## src/gsa_pkg.sv

```systemverilog
// Shared types and constants for the generational slot allocator.
// No dependencies; every file but gsa_ram imports this package.
package gsa_pkg;

  // Request kinds carried on the input channel.
  typedef logic [1:0] kind_t;
  localparam kind_t KIND_ALLOC  = 2'd0;
  localparam kind_t KIND_FREE   = 2'd1;
  localparam kind_t KIND_LOOKUP = 2'd2;

  // Result status codes.
  typedef logic [2:0] status_t;
  localparam status_t ST_OK               = 3'd0;
  localparam status_t ST_NOT_READY        = 3'd1;
  localparam status_t ST_POOL_FULL        = 3'd2;
  localparam status_t ST_SERIAL_EXHAUSTED = 3'd3;
  localparam status_t ST_STALE            = 3'd4;

  // Configuration register indexes.
  typedef logic [3:0] cfg_index_t;
  localparam cfg_index_t REG_HEAP_READY = 4'd0;
  localparam cfg_index_t REG_STRIDE     = 4'd1;
  localparam cfg_index_t REG_CPU_BASE   = 4'd2;
  localparam cfg_index_t REG_GPU_BASE   = 4'd3;

  localparam int STRIDE_W = 13;
  localparam logic [STRIDE_W-1:0] STRIDE_RESET = 13'd32;
  localparam logic [31:0] SERIAL_ALL_ONES = 32'hffff_ffff;

  // Configuration register set.
  typedef struct packed {
    logic                heap_ready;
    logic [STRIDE_W-1:0] stride;
    logic [63:0]         cpu_base;
    logic [63:0]         gpu_base;
  } cfg_t;

  // One result word.
  typedef struct packed {
    logic        ok;
    status_t     status;
    logic [7:0]  given_index;
    logic [31:0] given_serial;
    logic [63:0] cpu_address;
    logic [63:0] gpu_address;
    logic [8:0]  live_count;
    logic [8:0]  peak_count;
  } result_t;

endpackage

```

## src/gsa_exec.sv

```systemverilog
// Request execution of the slot allocator: pool counters and the decision logic.
// Depends on gsa_pkg; the slot table and free stack RAMs sit in the top level.
module gsa_exec import gsa_pkg::*; #(
  parameter int SLOTS = 256
) (
  input  logic                       clk,
  input  logic                       rst,
  input  logic                       fire,
  input  cfg_t                       cfg,
  input  kind_t                      kind,
  input  logic [$clog2(SLOTS)-1:0]   idx,
  input  logic                       idx_ok,
  input  logic [31:0]                serial,
  input  logic [$clog2(SLOTS)+STRIDE_W-1:0] off,
  input  logic [32:0]                tag_word,
  input  logic [$clog2(SLOTS)-1:0]   stk_slot,
  output result_t                    result,
  output logic                       tag_we,
  output logic [$clog2(SLOTS)-1:0]   tag_waddr,
  output logic [32:0]                tag_wdata,
  output logic                       stk_we,
  output logic [$clog2(SLOTS)-1:0]   stk_waddr,
  output logic [$clog2(SLOTS)-1:0]   stk_wdata,
  output logic [$clog2(SLOTS)-1:0]   stk_raddr_next
);

  localparam int IDX_W = $clog2(SLOTS);
  localparam int CNT_W = $clog2(SLOTS + 1);
  localparam logic [CNT_W-1:0] SLOTS_CNT = CNT_W'(SLOTS);

  logic [CNT_W-1:0] free_depth, free_depth_next;
  logic [CNT_W-1:0] bump_ptr, bump_ptr_next;
  logic [31:0]      serial_ctr, serial_ctr_next;
  logic [CNT_W-1:0] live_total, live_total_next;
  logic [CNT_W-1:0] peak_total, peak_total_next;
  logic [CNT_W-1:0] depth_after;
  logic [IDX_W-1:0] alloc_slot;
  logic             handle_live;
  logic             got;
  logic             tag_we_c, stk_we_c;

  // A handle is live when the heap is ready and it is in range, nonzero, inside
  // the touched part of the pool, marked in use and carries the matching serial.
  assign handle_live = cfg.heap_ready && idx_ok && (serial != '0) &&
                       (CNT_W'(idx) < bump_ptr) && tag_word[32] &&
                       (tag_word[31:0] == serial);

  // Decision logic for one request.
  always_comb begin
    free_depth_next = free_depth;
    bump_ptr_next   = bump_ptr;
    serial_ctr_next = serial_ctr;
    live_total_next = live_total;
    peak_total_next = peak_total;
    alloc_slot      = stk_slot;
    got             = 1'b0;
    tag_we_c        = 1'b0;
    tag_waddr       = idx;
    tag_wdata       = {1'b0, tag_word[31:0]};
    stk_we_c        = 1'b0;
    stk_waddr       = IDX_W'(free_depth);
    stk_wdata       = idx;
    result          = '0;
    result.status   = ST_OK;

    case (kind)
      KIND_ALLOC: begin
        if (!cfg.heap_ready) begin
          result.status = ST_NOT_READY;
        end else if (serial_ctr == SERIAL_ALL_ONES) begin
          result.status = ST_SERIAL_EXHAUSTED;
        end else if (free_depth != '0) begin
          free_depth_next = free_depth - 1'b1;
          alloc_slot      = stk_slot;
          got             = 1'b1;
        end else if (bump_ptr < SLOTS_CNT) begin
          alloc_slot    = IDX_W'(bump_ptr);
          bump_ptr_next = bump_ptr + 1'b1;
          got           = 1'b1;
        end else begin
          result.status = ST_POOL_FULL;
        end
        if (got) begin
          serial_ctr_next     = serial_ctr + 1'b1;
          tag_we_c            = 1'b1;
          tag_waddr           = alloc_slot;
          tag_wdata           = {1'b1, serial_ctr_next};
          live_total_next     = live_total + 1'b1;
          if (live_total_next > peak_total) begin
            peak_total_next = live_total_next;
          end
          result.ok           = 1'b1;
          result.given_index  = 8'(alloc_slot);
          result.given_serial = serial_ctr_next;
        end
      end
      KIND_FREE, KIND_LOOKUP: begin
        if (!cfg.heap_ready) begin
          result.status = ST_NOT_READY;
        end else if (!handle_live) begin
          result.status = ST_STALE;
        end else if (kind == KIND_FREE) begin
          tag_we_c = 1'b1;
          if (free_depth < SLOTS_CNT) begin
            stk_we_c        = 1'b1;
            free_depth_next = free_depth + 1'b1;
          end
          if (live_total != '0) begin
            live_total_next = live_total - 1'b1;
          end
          result.ok = 1'b1;
        end else begin
          result.cpu_address = cfg.cpu_base + 64'(off);
          result.gpu_address = cfg.gpu_base + 64'(off);
          result.ok          = 1'b1;
        end
      end
      default: begin
        result.status = ST_STALE;
      end
    endcase

    result.live_count = 9'(live_total_next);
    result.peak_count = 9'(peak_total_next);
  end

  assign tag_we = fire && tag_we_c;
  assign stk_we = fire && stk_we_c;

  // The next request reads the stack top as it stands after this one.
  assign depth_after    = fire ? free_depth_next : free_depth;
  assign stk_raddr_next = IDX_W'(depth_after - 1'b1);

  // Pool counters.
  always_ff @(posedge clk) begin
    if (rst) begin
      free_depth <= '0;
      bump_ptr   <= '0;
      serial_ctr <= '0;
      live_total <= '0;
      peak_total <= '0;
    end else if (fire) begin
      free_depth <= free_depth_next;
      bump_ptr   <= bump_ptr_next;
      serial_ctr <= serial_ctr_next;
      live_total <= live_total_next;
      peak_total <= peak_total_next;
    end
  end

endmodule

```

## config.mk

```make
export PLATFORM = sky130hd
export DESIGN_NAME = gsa_exec
export DESIGN_NICKNAME = d
export VERILOG_FILES = /design/src/gsa_pkg.sv /design/src/gsa_exec.sv
export SDC_FILE = /design/constraint.sdc
export NUM_CORES = 1
export LEC_CHECK = 0
export CORE_AREA = 3 3 194 196
export DETAILED_ROUTE_END_ITERATION = 10
export DIE_AREA = 0 0 197 199
export DONT_BUFFER_PORTS = 1
export GPL_TIMING_DRIVEN = 0
export PLACE_DENSITY = 0.41
export SKIP_CTS_REPAIR_TIMING = 1
export SYNTH_ARGS = -nofsm -noshare
export SYNTH_HDL_FRONTEND = slang
export SYNTH_SLANG_ARGS = --single-unit
export TNS_END_PERCENT = 10
```

## constraint.sdc

```tcl
create_clock -name clk -period 8 [get_ports clk]
set_clock_uncertainty 0.05 [all_clocks]
set_input_delay 2.4 -clock clk [delete_from_list [all_inputs] [get_ports clk]]
set_output_delay 2.4 -clock clk [all_outputs]
set_load 0.02 [all_outputs]
```

==> reports/results.tsv <==
metric	value	unit
whs_endpoint	bump_ptr[7]	
fp-row-count	70	
root_buffer	clkbuf_16	
wire_per_inst	22.7	um
placed_area	0.0110	mm2
synthXorXnorAreaFrac	0.193	
synth_edf_count	0	
p_sw	0.477	mW
synthAdderAreaFrac	0.0856	
holdCritStartpoint	bump_ptr[7]	
grt_pass1_vias	10910	
grt.total_usage	0.222	
yosys_warnings	0	
dieArea	0.0392	mm2
synth_top_family_by_area	simple AND/OR/NAND/NOR gates	
htreeDepth	3	
clock_path_buffers	2	
nFillCells	4026	
setup_tns	0	ps
crit-reg2reg-launch	serial_ctr[10]	
viasPerCell	5.50	
grtUsageMet3	0.0518	
synth_nets	1867	
endpoint_kind	output pin	
fp.dieW	197	um
power_density	106	mW/mm2
sequentialPowerShare	0.280	
synth_compound_area_frac	0.188	
synth-main-ff-cell	dfxtp_1	
diodes	0	
fin_nets	1888	
comb_power_share	0.387	
regToRegSetupSlack	3620	ps
yosysSeqAreaShare	0.131	
cts_tree	done	
timing.hold.ws	438	ps
cts_sinks	68	
firstDrtPassIters	5	
ys_ff_latch	68	
clock.fmax	0.126	GHz
ys_types	75	
synthesis.area	0.0104	mm2
antenna_found_initial	0	
die_h	199	um
area_growth	12.4	%
p_clk_frac	0.333	
tightest_slew	1350	ps
r2r.worst_path.cells	13	
ant_nets	0	
crit_fanout	4	
finalMaxSlewViolations	0	
pre_cts_ws	-1030	ps
grt_setup_unrepaired	true	
required	5550	ps
min_period	7920	ps
grt.busiest_layer	met2	
hpwlAfterDp	38800	um
wl	46300	um
setup_violations	0	
start_util	0.287	
synthSimpleGateAreaFrac	0.334	
grt_first_pass_wirelength	67400	um
final_area	0.0117	mm2
via_count	11226	
grt.overflow.total	0	
clkTransAtPathRegs	50	ps
drv_cap	0	
worst_slack	83.8	ps
core	0.0363	mm2
multiInputGateArea	0.00873	mm2
netlist_instances	1547	
criticalPathCategory	primary input to output pin	
period_share	0.990	
layout-drive-gt1-share	0.0801	
switching_share	0.384	
p_leak	4.34	nW
port_buffers	0	
r2r-end	serial_ctr[26]	
hp-class	flip-flop to flip-flop	
cts_made_buffers	9	
syn_area_per_cell	6.73	um2
place_congestion	0.920	
p_int	0.766	mW
clock_latency	340	ps
ioPinCount	507	
grt_max_degree	12	
hold_path_depth	2	
final-seq-area	0.00136	mm2
max_slew_margin	0.0879	
synthMuxAreaShare	0.00601	
grt_use_met1	0.260	
vdd_drop_max	0.0000778	V
drtIter0Drc	533	
crit_start	idx[7]	
drc	0	
synthArstFlopShare	0	
cp-start-kind	primary input	
timing.final.hold_violations	0	
critPathArrivalTime	5470	ps
status	completed	
met2_usage	0.406	
==> logic make-up after synthesis <==
family,count (synthesis)
simple gates,725
compound gates,298
xor+xnor,230
buf+inv,150
fa+ha+maj,70
flops,68
mux,6
==> final cells by class <==
cell class	count	area share
buffer	92	0.0375
clock inverter	4	0.00417
tap	468	0.0500
inverter	58	0.0186
clock buffer	12	0.0211
multi-input combinational	1329	0.746
sequential	68	0.116
timing repair buffer	10	0.00641
==> Yosys cell counts (37+ instances only) <==
library cell / n / share of area
xnor2_1: 112 / 0.094
xor2_1: 118 / 0.099
nand4_1: 43 / 0.026
nand2_1: 114 / 0.041
clkbuf_1: 63 / 0.023
o21ai_0: 46 / 0.022
inv_1: 56 / 0.020
and3_1: 40 / 0.024
nor3_1: 37 / 0.018
a21o_1: 66 / 0.048
a21oi_1: 84 / 0.040
nand3_1: 83 / 0.040
dfxtp_1: 68 / 0.13
nor2_1: 299 / 0.11
ha_1: 68 / 0.082
==> through the flow <==
step / power (mW) / util / cells
6_report: 1.24 / 0.323 / 2041
5_1_grt: 1.31 / 0.323 / 2041
4_1_cts: 1.24 / 0.311 / 2031
3_5_place_dp: 0.810 / 0.303 / 2015
3_3_place_gp: 0.811 / 0.303 / 2015
2_1_floorplan: 0.702 / - / 1547
==> placed cells by master, fill, tap and decap left out, drive strengths merged, types with 39 or more instances in the layout <==
cell type  count
nor2         299
ha            68
nor3          39
clkbuf        76
nand3         83
nand4         44
a21o          66
and3          40
dfxtp         68
xor2         118
nand2        114
o21ai         48
inv           56
xnor2        112
a21oi         84
==> per-layer routing <==
metal	part of all wire	wire [um]
met4	0.021	956
met5	0	0
met1	0.41	18900
met3	0.066	3070
met2	0.51	23400
==> critical path: stages <==
cell,delay (ps)
ha_1,300
nand3b_1,150
nand4_1,110
or4_4,560
o41ai_4,530
a31oi_2,170
a31oi_4,370
ha_1,340
nand3_1,190
xor2_4,330
==> worst max-delay path by stage <==
stage                             end  slack [ps]  depth (start not counted)
global route        stk_raddr_next[4]         -60                         10
detailed placement  stk_raddr_next[4]       -1030                         10
global placement    stk_raddr_next[4]        -990                         10
floorplan           stk_raddr_next[4]         230                         10
finish              stk_raddr_next[4]          80                         10
CTS                 stk_raddr_next[4]       -1050                         10
==> sequential cells by signal, summed over array words and instances, names as in the netlist <==
name	count
free_depth	9
peak_total	9
serial_ctr	32
live_total	9
bump_ptr	9
==> power groups by stage <==
stage | combinational, mW | clock (mW) | sequential (mW)
after floorplan | 0.348 | 0 | 0.354
after global placement | 0.455 | 0 | 0.356
after detailed placement | 0.454 | 0 | 0.356
after CTS | 0.457 | 0.430 | 0.348
after global routing | 0.526 | 0.437 | 0.349
final | 0.481 | 0.414 | 0.348
No activity file was read; power rests on OpenSTA's default activity.
