--- config.mk ---
export PLATFORM = sky130hd
export DESIGN_NAME = gsa_cfg
export DESIGN_NICKNAME = d
export VERILOG_FILES = /design/src/gsa_pkg.sv /design/src/gsa_cfg.sv
export SDC_FILE = /design/constraint.sdc
export NUM_CORES = 1
export LEC_CHECK = 0
export ABC_AREA = 1
export BUFFER_PORTS_ARGS = -buffer_cell sky130_fd_sc_hd__buf_4
export CAP_MARGIN = 20
export CELL_PAD_IN_SITES_DETAIL_PLACEMENT = 1
export CELL_PAD_IN_SITES_GLOBAL_PLACEMENT = 1
export CORE_MARGIN = 4
export CORE_UTILIZATION = 38
export DETAILED_ROUTE_END_ITERATION = 16
export MAX_ROUTING_LAYER = met4
export PLACE_DENSITY = 0.84
export SETUP_SLACK_MARGIN = 0.02
export SYNTH_ARGS = -nofsm -noshare
export SYNTH_HDL_FRONTEND = slang
export SYNTH_SLANG_ARGS = --single-unit
--- constraint.sdc ---
create_clock -name clk -period 1.8 [get_ports clk]
set_clock_uncertainty 0.05 [all_clocks]
set_input_delay 0.18 -clock clk [delete_from_list [all_inputs] [get_ports clk]]
set_output_delay 0.18 -clock clk [all_outputs]
set_load 0.05 [all_outputs]
--- src/gsa_pkg.sv ---
// Shared types and constants for the generational slot allocator.
// No dependencies; every file but gsa_ram imports this package.
package gsa_pkg;

  // Request kinds carried on the input channel.
  typedef logic [1:0] kind_t;
  localparam kind_t KIND_ALLOC  = 2'd0;
  localparam kind_t KIND_FREE   = 2'd1;
  localparam kind_t KIND_LOOKUP = 2'd2;

  // Result status codes.
  typedef logic [2:0] status_t;
  localparam status_t ST_OK               = 3'd0;
  localparam status_t ST_NOT_READY        = 3'd1;
  localparam status_t ST_POOL_FULL        = 3'd2;
  localparam status_t ST_SERIAL_EXHAUSTED = 3'd3;
  localparam status_t ST_STALE            = 3'd4;

  // Configuration register indexes.
  typedef logic [3:0] cfg_index_t;
  localparam cfg_index_t REG_HEAP_READY = 4'd0;
  localparam cfg_index_t REG_STRIDE     = 4'd1;
  localparam cfg_index_t REG_CPU_BASE   = 4'd2;
  localparam cfg_index_t REG_GPU_BASE   = 4'd3;

  localparam int STRIDE_W = 13;
  localparam logic [STRIDE_W-1:0] STRIDE_RESET = 13'd32;
  localparam logic [31:0] SERIAL_ALL_ONES = 32'hffff_ffff;

  // Configuration register set.
  typedef struct packed {
    logic                heap_ready;
    logic [STRIDE_W-1:0] stride;
    logic [63:0]         cpu_base;
    logic [63:0]         gpu_base;
  } cfg_t;

  // One result word.
  typedef struct packed {
    logic        ok;
    status_t     status;
    logic [7:0]  given_index;
    logic [31:0] given_serial;
    logic [63:0] cpu_address;
    logic [63:0] gpu_address;
    logic [8:0]  live_count;
    logic [8:0]  peak_count;
  } result_t;

endpackage

--- src/gsa_cfg.sv ---
// Configuration register file of the slot allocator.
// Depends on gsa_pkg for the register indexes and the cfg_t struct.
module gsa_cfg import gsa_pkg::*; (
  input  logic       clk,
  input  logic       rst,
  input  logic       cfg_valid,
  input  cfg_index_t cfg_index,
  input  logic [63:0] cfg_data,
  output cfg_t       cfg
);

  // Register writes; an index beyond the list is ignored.
  always_ff @(posedge clk) begin
    if (rst) begin
      cfg.heap_ready <= 1'b0;
      cfg.stride     <= STRIDE_RESET;
      cfg.cpu_base   <= '0;
      cfg.gpu_base   <= '0;
    end else if (cfg_valid) begin
      case (cfg_index)
        REG_HEAP_READY: cfg.heap_ready <= cfg_data[0];
        REG_STRIDE:     cfg.stride     <= cfg_data[STRIDE_W-1:0];
        REG_CPU_BASE:   cfg.cpu_base   <= cfg_data;
        REG_GPU_BASE:   cfg.gpu_base   <= cfg_data;
        default: ;
      endcase
    end
  end

endmodule

==> parameters.txt, run 1 <==
Parameter                              Value

STA
  Final total negative setup slack    0 ns
  Maximum clock rate    about 0.8 GHz
  Transition time at the pin with the least slew margin    roughly 0.6 ns
  Number of pins exceeding their max-slew limit in the final report    0
  Post-layout minimum cycle time    ~1.2 ns
  Final clock period utilization by the worst path    between 60% and 70%
  Final WS setup    0.557 ns
  Worst-case headroom to the max-slew limit    60.1%
  Setup violations, final    0
  Final Hold Viols    0
  Setup repair after global routing missed its margin    false

Die
  Overall die area    between 20,000 and 25,000 sq um
  Initial cell density of the core    about 40%
  Die Y-Extent    ~140 um
  Floorplan Core Area    between 15,000 and 20,000 sq um
  Placement Rows    between 40 and 50
  Die extent in x    144 um
  Count of boundary I/O pins    213

Worst setup path
  Worst reg-to-reg path cell count    4
  Critical path destination    cfg[3]
  CP delay by family, top    flip-flops
  Number of cells on the critical path    1
  R2r setup slk    between 1 and 1.5 ns
  Kind of start point of the critical path    flop
  CP Class    flop to output pin
  Data arrival time of the critical path    1.01 ns
  Library cell contributing the largest single delay on the critical path    dfxtp_1
  Worst path required time    between 1.5 and 2 ns
  Crit path from    cfg[3]
  Critical path fanouts, max    2
  Capture point of the worst reg-to-reg path    cfg[82]
  Crit path cell chain    buf_4
  Element type at the critical path end    output pin
  Buf/Inv on CP    1
  Highest cell delay on the worst timing path    between 0.3 and 0.4 ns
  RR Startpoint    cfg[82]

Power and ir drop
  Switching power as a share of total power    between 20% and 30%
  Cell-internal power    ~5.6 mW
  Total power consumption of the routed design    7.68 mW
  Leakage power summed over all cells    roughly 5.1 nW
  Sequential share of power    between 40% and 50%
  Maximum vdd ir drop    0.647 mV
  Reported net switching power    roughly 2.1 mW
  Power density over cell area    822 nW/um^2
  Gate power share    between 10% and 20%
  Clock share of power    between 40% and 50%

Flow run
  Max Cap Viol    0

Final layout
  Number of fill cells in the layout    between 2,000 and 2,500
  Total number of nets in the final design    1,391
  Number of flip-flops in the largest register    142
  Area added between synthesis and finish    32.8%
  Footprint of the multi-input gates    2550 sq um
  Layout cells sized above 1    approximately 20%
  Registers with the highest flip-flop counts    cfg x142
  Antenna Cells    0
  Register area    ~2800 sq um
  Largest register by flop count    cfg
  Layout Utilization    between 50% and 60%

Global routing
  Global-route wire length before repair    ~38 mm
  Maximum number of pins on one net before global-route repair    88
  Initial antenna violation count    0
  Overall overflow remaining after global route    0
  GRT Util Overall    a little under a quarter
  Via count of the first global-routing pass    between 7,000 and 8,000

Clocking
  Buffer levels on the longest clock path    2
  TritonCTS clock tree    built
  Number of post-CTS setup repair buffers    0
  H-tree depth reported by CTS    4
  Clock sink count    roughly 140
  Num CTS Buffers    17
  Buffer type at the clock tree root    clkbuf_16
  Clock insertion delay at the later pin of the skew report    slightly above 0.4 ns
  Clock slew at the register clock pins of the worst setup and hold paths    0.06 ns
  Post-CTS sizing    0

Status
  Result of the run    completed

Route
  Detailed-route DRC error count    0
  Length of the first detailed-routing pass in iterations    4
  Number of vias per cell after detailed routing    between 4 and 5
  Violation count after the first detailed-routing iteration    between 300 and 400
  Total number of vias    7,389
  Final ANT Viol Nets    0
  Final wirelength    23.3 mm
  Wirelength per Cell    roughly 15 um

Synthesis
  Area fraction of the dominant cell type after synthesis    40.4%
  Library cell with the largest summed area after synthesis    dfxtp_1
  Number of distinct library cell variants in the gate-level netlist after synthesis    13
  Top area cells in the synthesized netlist    dfxtp_1 (40%), inv_1 (19%), nand2_1 (15%)
  Post-synthesis cell area    between 7000 and 8000 sq um
  Average cell area after synthesis    between 6 and 7 sq um
  Sequential area share after synthesis    about 40%
  Warning count from the yosys run    0
  Net count of the mapped netlist    ~1,200
  Cells after synthesis    1,142
  Synthesized flop and latch total    about 140

Place
  DP HPWL    around 16 mm
  Worst setup slack after placement    around 0.18 ns
  I/O Buffers    between 200 and 250
  Routability congestion estimate    roughly 0.8

Hold path
  Hold depth    4
  Class of the worst hold path    primary input to flop
synthesized netlist by cell type, drive strengths merged:
library cell / instances
buf: 47
clkbuf: 27
dfxtp: 142
inv: 351
nand2: 285
nand3: 5
nand4: 142
nor2: 143
power by group through the flow:
stage	Sequential (mW)	Combinational (mW)	Clock [mW]
after floorplan	3.56	0.460	0
after global placement	3.32	1.08	0
after detailed placement	3.33	1.10	0
after CTS	3.26	1.11	3.39
after global routing	3.26	1.21	3.54
final	3.26	1.10	3.32
through the flow:
step           instances  instance area (sq um)  hold WS (ns)
3_5_place_dp        1529                   8790         0.425
5_1_grt             1560                   9350        0.0684
6_report            1560                   9350        0.0473
3_3_place_gp        1529                   8790         0.417
2_1_floorplan       1142                   7040         0.307
4_1_cts             1560                   9350        0.0311
logic make-up (layout without fill, tap and decap cells):
group         count (synthesis)  in the layout  share of synthesized area (%)
simple gates                575            575                           36.0
flops                       142            142                           40.4
buf+inv                     425            614                           23.6
worst min path at each step:
| stage | end | from |
|---|---|---|
| final | cfg[141] | cfg_valid |
| after global routing | cfg[95] | cfg_data[31] |
| after CTS | cfg[141] | cfg_valid |
| after global placement | cfg[133] | cfg[133] |
| after detailed placement | cfg[133] | cfg[133] |
| after floorplan | cfg[133] | cfg_data[5] |
layout by cell type (no fill, tap or decap), types with 2 or more instances in the layout:
cell type / instances
buf_12: 4
buf_4: 228
clkbuf_1: 3
clkbuf_16: 17
clkbuf_8: 3
clkinv_2: 5
dfxtp_1: 142
inv_1: 347
inv_2: 3
nand2_1: 285
nand3_1: 3
nand3_4: 2
nand4_1: 142
nor2_1: 142
routing by layer:
layer	vias to the layer above	global-route usage, %	wire length [um]
met1	3500	28.7	10100
li1	3677	-	-
met5	-	-	0
met3	31	5.95	1490
met4	0	6.59	455
met2	181	38.0	11200
layout make-up:
type / count / share of cell area [%]
tap: 229 / 3.07
sequential: 142 / 30.4
clock inverter: 7 / 0.683
clock buffer: 23 / 5.11
timing repair buffer: 233 / 19.3
multi-input combinational: 575 / 27.3
inverter: 351 / 14.1
what timing repair did:
item,CTS,global route
setup endpoints to repair,0,0
hold buffers,1,0
endpoints found under the hold margin,1,0
No activity file was read; power rests on OpenSTA's default activity.
==> inputs of run 2 (changes only) <==
CORE_UTILIZATION = 35   (was 38)
PLACE_DENSITY = 0.78   (was 0.84)
clock period = 1.15 ns   (was 1.8 ns; I/O delays follow)
==> run 2 against run 1 <==
Worst setup slack got worse by 0.52 ns. Final cell count up 5.6%. Sequential cell count unchanged. Non-clock buffer count increased by 51. Utilization is 3.6 points higher. Worst hold slack worse by 0.036 ns.
==> parameters.txt, run 2 (synthesized netlist as in run 1, its figures left out) <==
Parameter                              Value

Final layout
  Total number of nets in the final design    1,442 (+3.7%)
  Area added between synthesis and finish    54.0%
  Number of flip-flops in the largest register    142 (unchanged)
  Registers with the highest flip-flop counts    cfg x142
  Most frequent standard cell in the layout excluding fill and tap cells    inv_1
  Antenna Cells    0 (unchanged)
  Layout cells sized above 1    28.9% (+8.9 points)
  Largest register by flop count    cfg
  Final instance area    10,800 sq um (+16%)
  Top library cells by usage in the layout, fill and taps aside    inv_1 (347), nand2_1 (285), nand4_1 (142), nor2_1 (142), buf_6 (139)
  Number of fill cells in the layout    2,513 (+2.5%)

Flow run
  Max Cap Viol    0 (unchanged)

Global routing
  Global-route wire length before repair    40.2 mm (+7.2%)
  Maximum number of pins on one net before global-route repair    47 (-47%)
  Via count of the first global-routing pass    8,049 (+8.0%)
  GRT Util Overall    23.1% (-0.27 points)
  Overall overflow remaining after global route    0 (unchanged)
  Initial antenna violation count    0 (unchanged)

Route
  Top metal layer carrying routed signals    met4
  Wirelength per Cell    15.4 um (+2.9%)
  Detailed-route DRC error count    0 (unchanged)
  Met2 wire length    13.0 mm (+16%)
  Final wirelength    25.3 mm (+8.7%)
  Met1 layer wirelength in the final routing    10.3 mm (+2.1%)
  Violation count after the first detailed-routing iteration    267 (-31%)
  Number of vias per cell after detailed routing    4.59 (-3.1%)
  Final ANT Viol Nets    0 (unchanged)
  Met3 routed wirelength    1.52 mm (+2.1%)
  Total number of vias    7,566 (+2.4%)
  Length of the first detailed-routing pass in iterations    5 (+1)

Place
  Routability congestion estimate    0.783 (-2.5%)
  DP HPWL    16.4 mm (+5.3%)
  Post-place instance area    9170 sq um (+4.2%)
  Worst setup slack after placement    -0.0621 ns (-0.246 ns)
  I/O Buffers    212 (unchanged)

Hold path
  Class of the worst hold path    primary input to flop

STA
  Setup violations, final    0 (unchanged)
  Maximum clock rate    ~0.90 GHz
  Transition time at the pin with the least slew margin    0.286 ns (-0.312 ns)
  Number of pins exceeding their max-slew limit in the final report    0 (unchanged)
  Post-layout minimum cycle time    1.12 ns
  Worst-case headroom to the max-slew limit    80.9% (+21 points)
  Final clock period utilization by the worst path    a little over nine tenths
  Final WS setup    0.0339 ns (-0.523 ns)
  Worst-case hold slack    0.0111 ns (-0.0362 ns)
  Final Hold Viols    0 (unchanged)
  Setup repair after global routing missed its margin    false

Power and ir drop
  Cell-internal power    9.73 mW (+75%)
  Power density over cell area    1220 nW/um^2 (+48%)
  Gate power share    15.3% (+0.9 points)
  Maximum vdd ir drop    0.931 mV (+44%)
  Leakage power summed over all cells    5.58 nW (+9.8%)
  Switching power as a share of total power    26.2% (-1.5 points)
  Clock share of power    45.8% (+2.6 points)
  Sequential share of power    38.9% (-3.5 points)
  Reported net switching power    3.46 mW (+63%)

Clocking
  Buffer levels on the longest clock path    2 (unchanged)
  Clock slew at the register clock pins of the worst setup and hold paths    0.06 ns (about the same)
  Buffer type at the clock tree root    clkbuf_16
  Num CTS Buffers    17 (unchanged)
  Clock sink count    142 (unchanged)
  Number of post-CTS setup repair buffers    0 (unchanged)
  TritonCTS clock tree    built
  H-tree depth reported by CTS    4 (unchanged)
  Clock insertion delay at the later pin of the skew report    0.41 ns (about the same)

Die
  Overall die area    22,400 sq um (+8.1%)
  Floorplan Core Area    19,600 sq um (+8.3%)
  Initial cell density of the core    35.9% (-3.0 points)
  Die Y-Extent    150 um (+4.0%)
  Die extent in x    150 um (+4.0%)
  Placement Rows    51 (+4.1%)
  Count of boundary I/O pins    213 (unchanged)

Worst setup path
  CP Class    flop to output pin
  Worst path required time    0.99 ns (-0.58 ns)
  Library cell contributing the largest single delay on the critical path    dfxtp_1
  Kind of start point of the critical path    flop
  Data arrival time of the critical path    0.95 ns (-0.06 ns)
  CP delay by family, top    flip-flops
  Buf/Inv on CP    1 (unchanged)
  Element type at the critical path end    output pin
  Highest cell delay on the worst timing path    0.36 ns (-0.02 ns)
  Critical path fanouts, max    2 (unchanged)
  Crit path cell chain    buf_6

Status
  Result of the run    completed
-- run 2: final cells by class --
type	count	area [sq um]	share of cell area [%]
clock inverter	10	188	1.73
sequential	142	2990	27.6
timing repair buffer	284	3010	27.8
clock buffer	21	450	4.16
inverter	351	1320	12.2
tap	265	332	3.06
multi-input combinational	575	2540	23.5
-- run 2: final timing paths --
path	startpoint	endpoint	slack (ns)	depth (start not counted)
max	cfg[113]	cfg[113]	0.03	1
min	cfg_data[36]	cfg[36]	0.01	5
max reg2reg	cfg[77]	cfg[77]	0.37	4
min reg2reg	cfg[133]	cfg[133]	0.44	2
-- run 2: stage by stage --
stage / std cells / utilization [%] / power [mW] / setup TNS [ns]
after floorplan: 1142 / - / 6.29 / 0
after global placement: 1583 / 46.8 / 7.00 / -0.287
after detailed placement: 1583 / 46.8 / 7.03 / -2.67
after CTS: 1648 / 54.4 / 13.3 / 0
after global routing: 1648 / 55.3 / 13.7 / 0
final: 1648 / 55.3 / 13.2 / 0
-- run 2: routing by layer --
| layer | global-route usage (%) | up-vias |
|---|---|---|
| met4 | 6.68 | 0 |
| li1 | - | 3772 |
| met1 | 26.6 | 3548 |
| met2 | 40.3 | 207 |
| met3 | 5.18 | 39 |
| met5 | - | - |
-- run 2: worst min-delay path, stage by stage --
cell     delay (ns)
buf_4          0.08
inv_1          0.04
nand4_1        0.08
nand2_1        0.05
nor2_1         0.08
-- run 2: power by group through the flow --
stage / logic [mW] / clock network (mW) / registers [mW]
4_1_cts: 1.99 / 6.19 / 5.12
2_1_floorplan: 0.719 / 0 / 5.57
3_3_place_gp: 1.80 / 0 / 5.20
5_1_grt: 2.19 / 6.40 / 5.15
3_5_place_dp: 1.82 / 0 / 5.21
6_report: 2.01 / 6.04 / 5.14
-- run 2: timing repair --
| item | in CTS | in global routing |
|---|---|---|
| hold buffers | 34 | 0 |
| pin swaps | 0 | 0 |
| endpoints found under the setup margin | 121 | 77 |
| hold endpoints to repair | 43 | 0 |
| gates resized for setup | 170 | 91 |
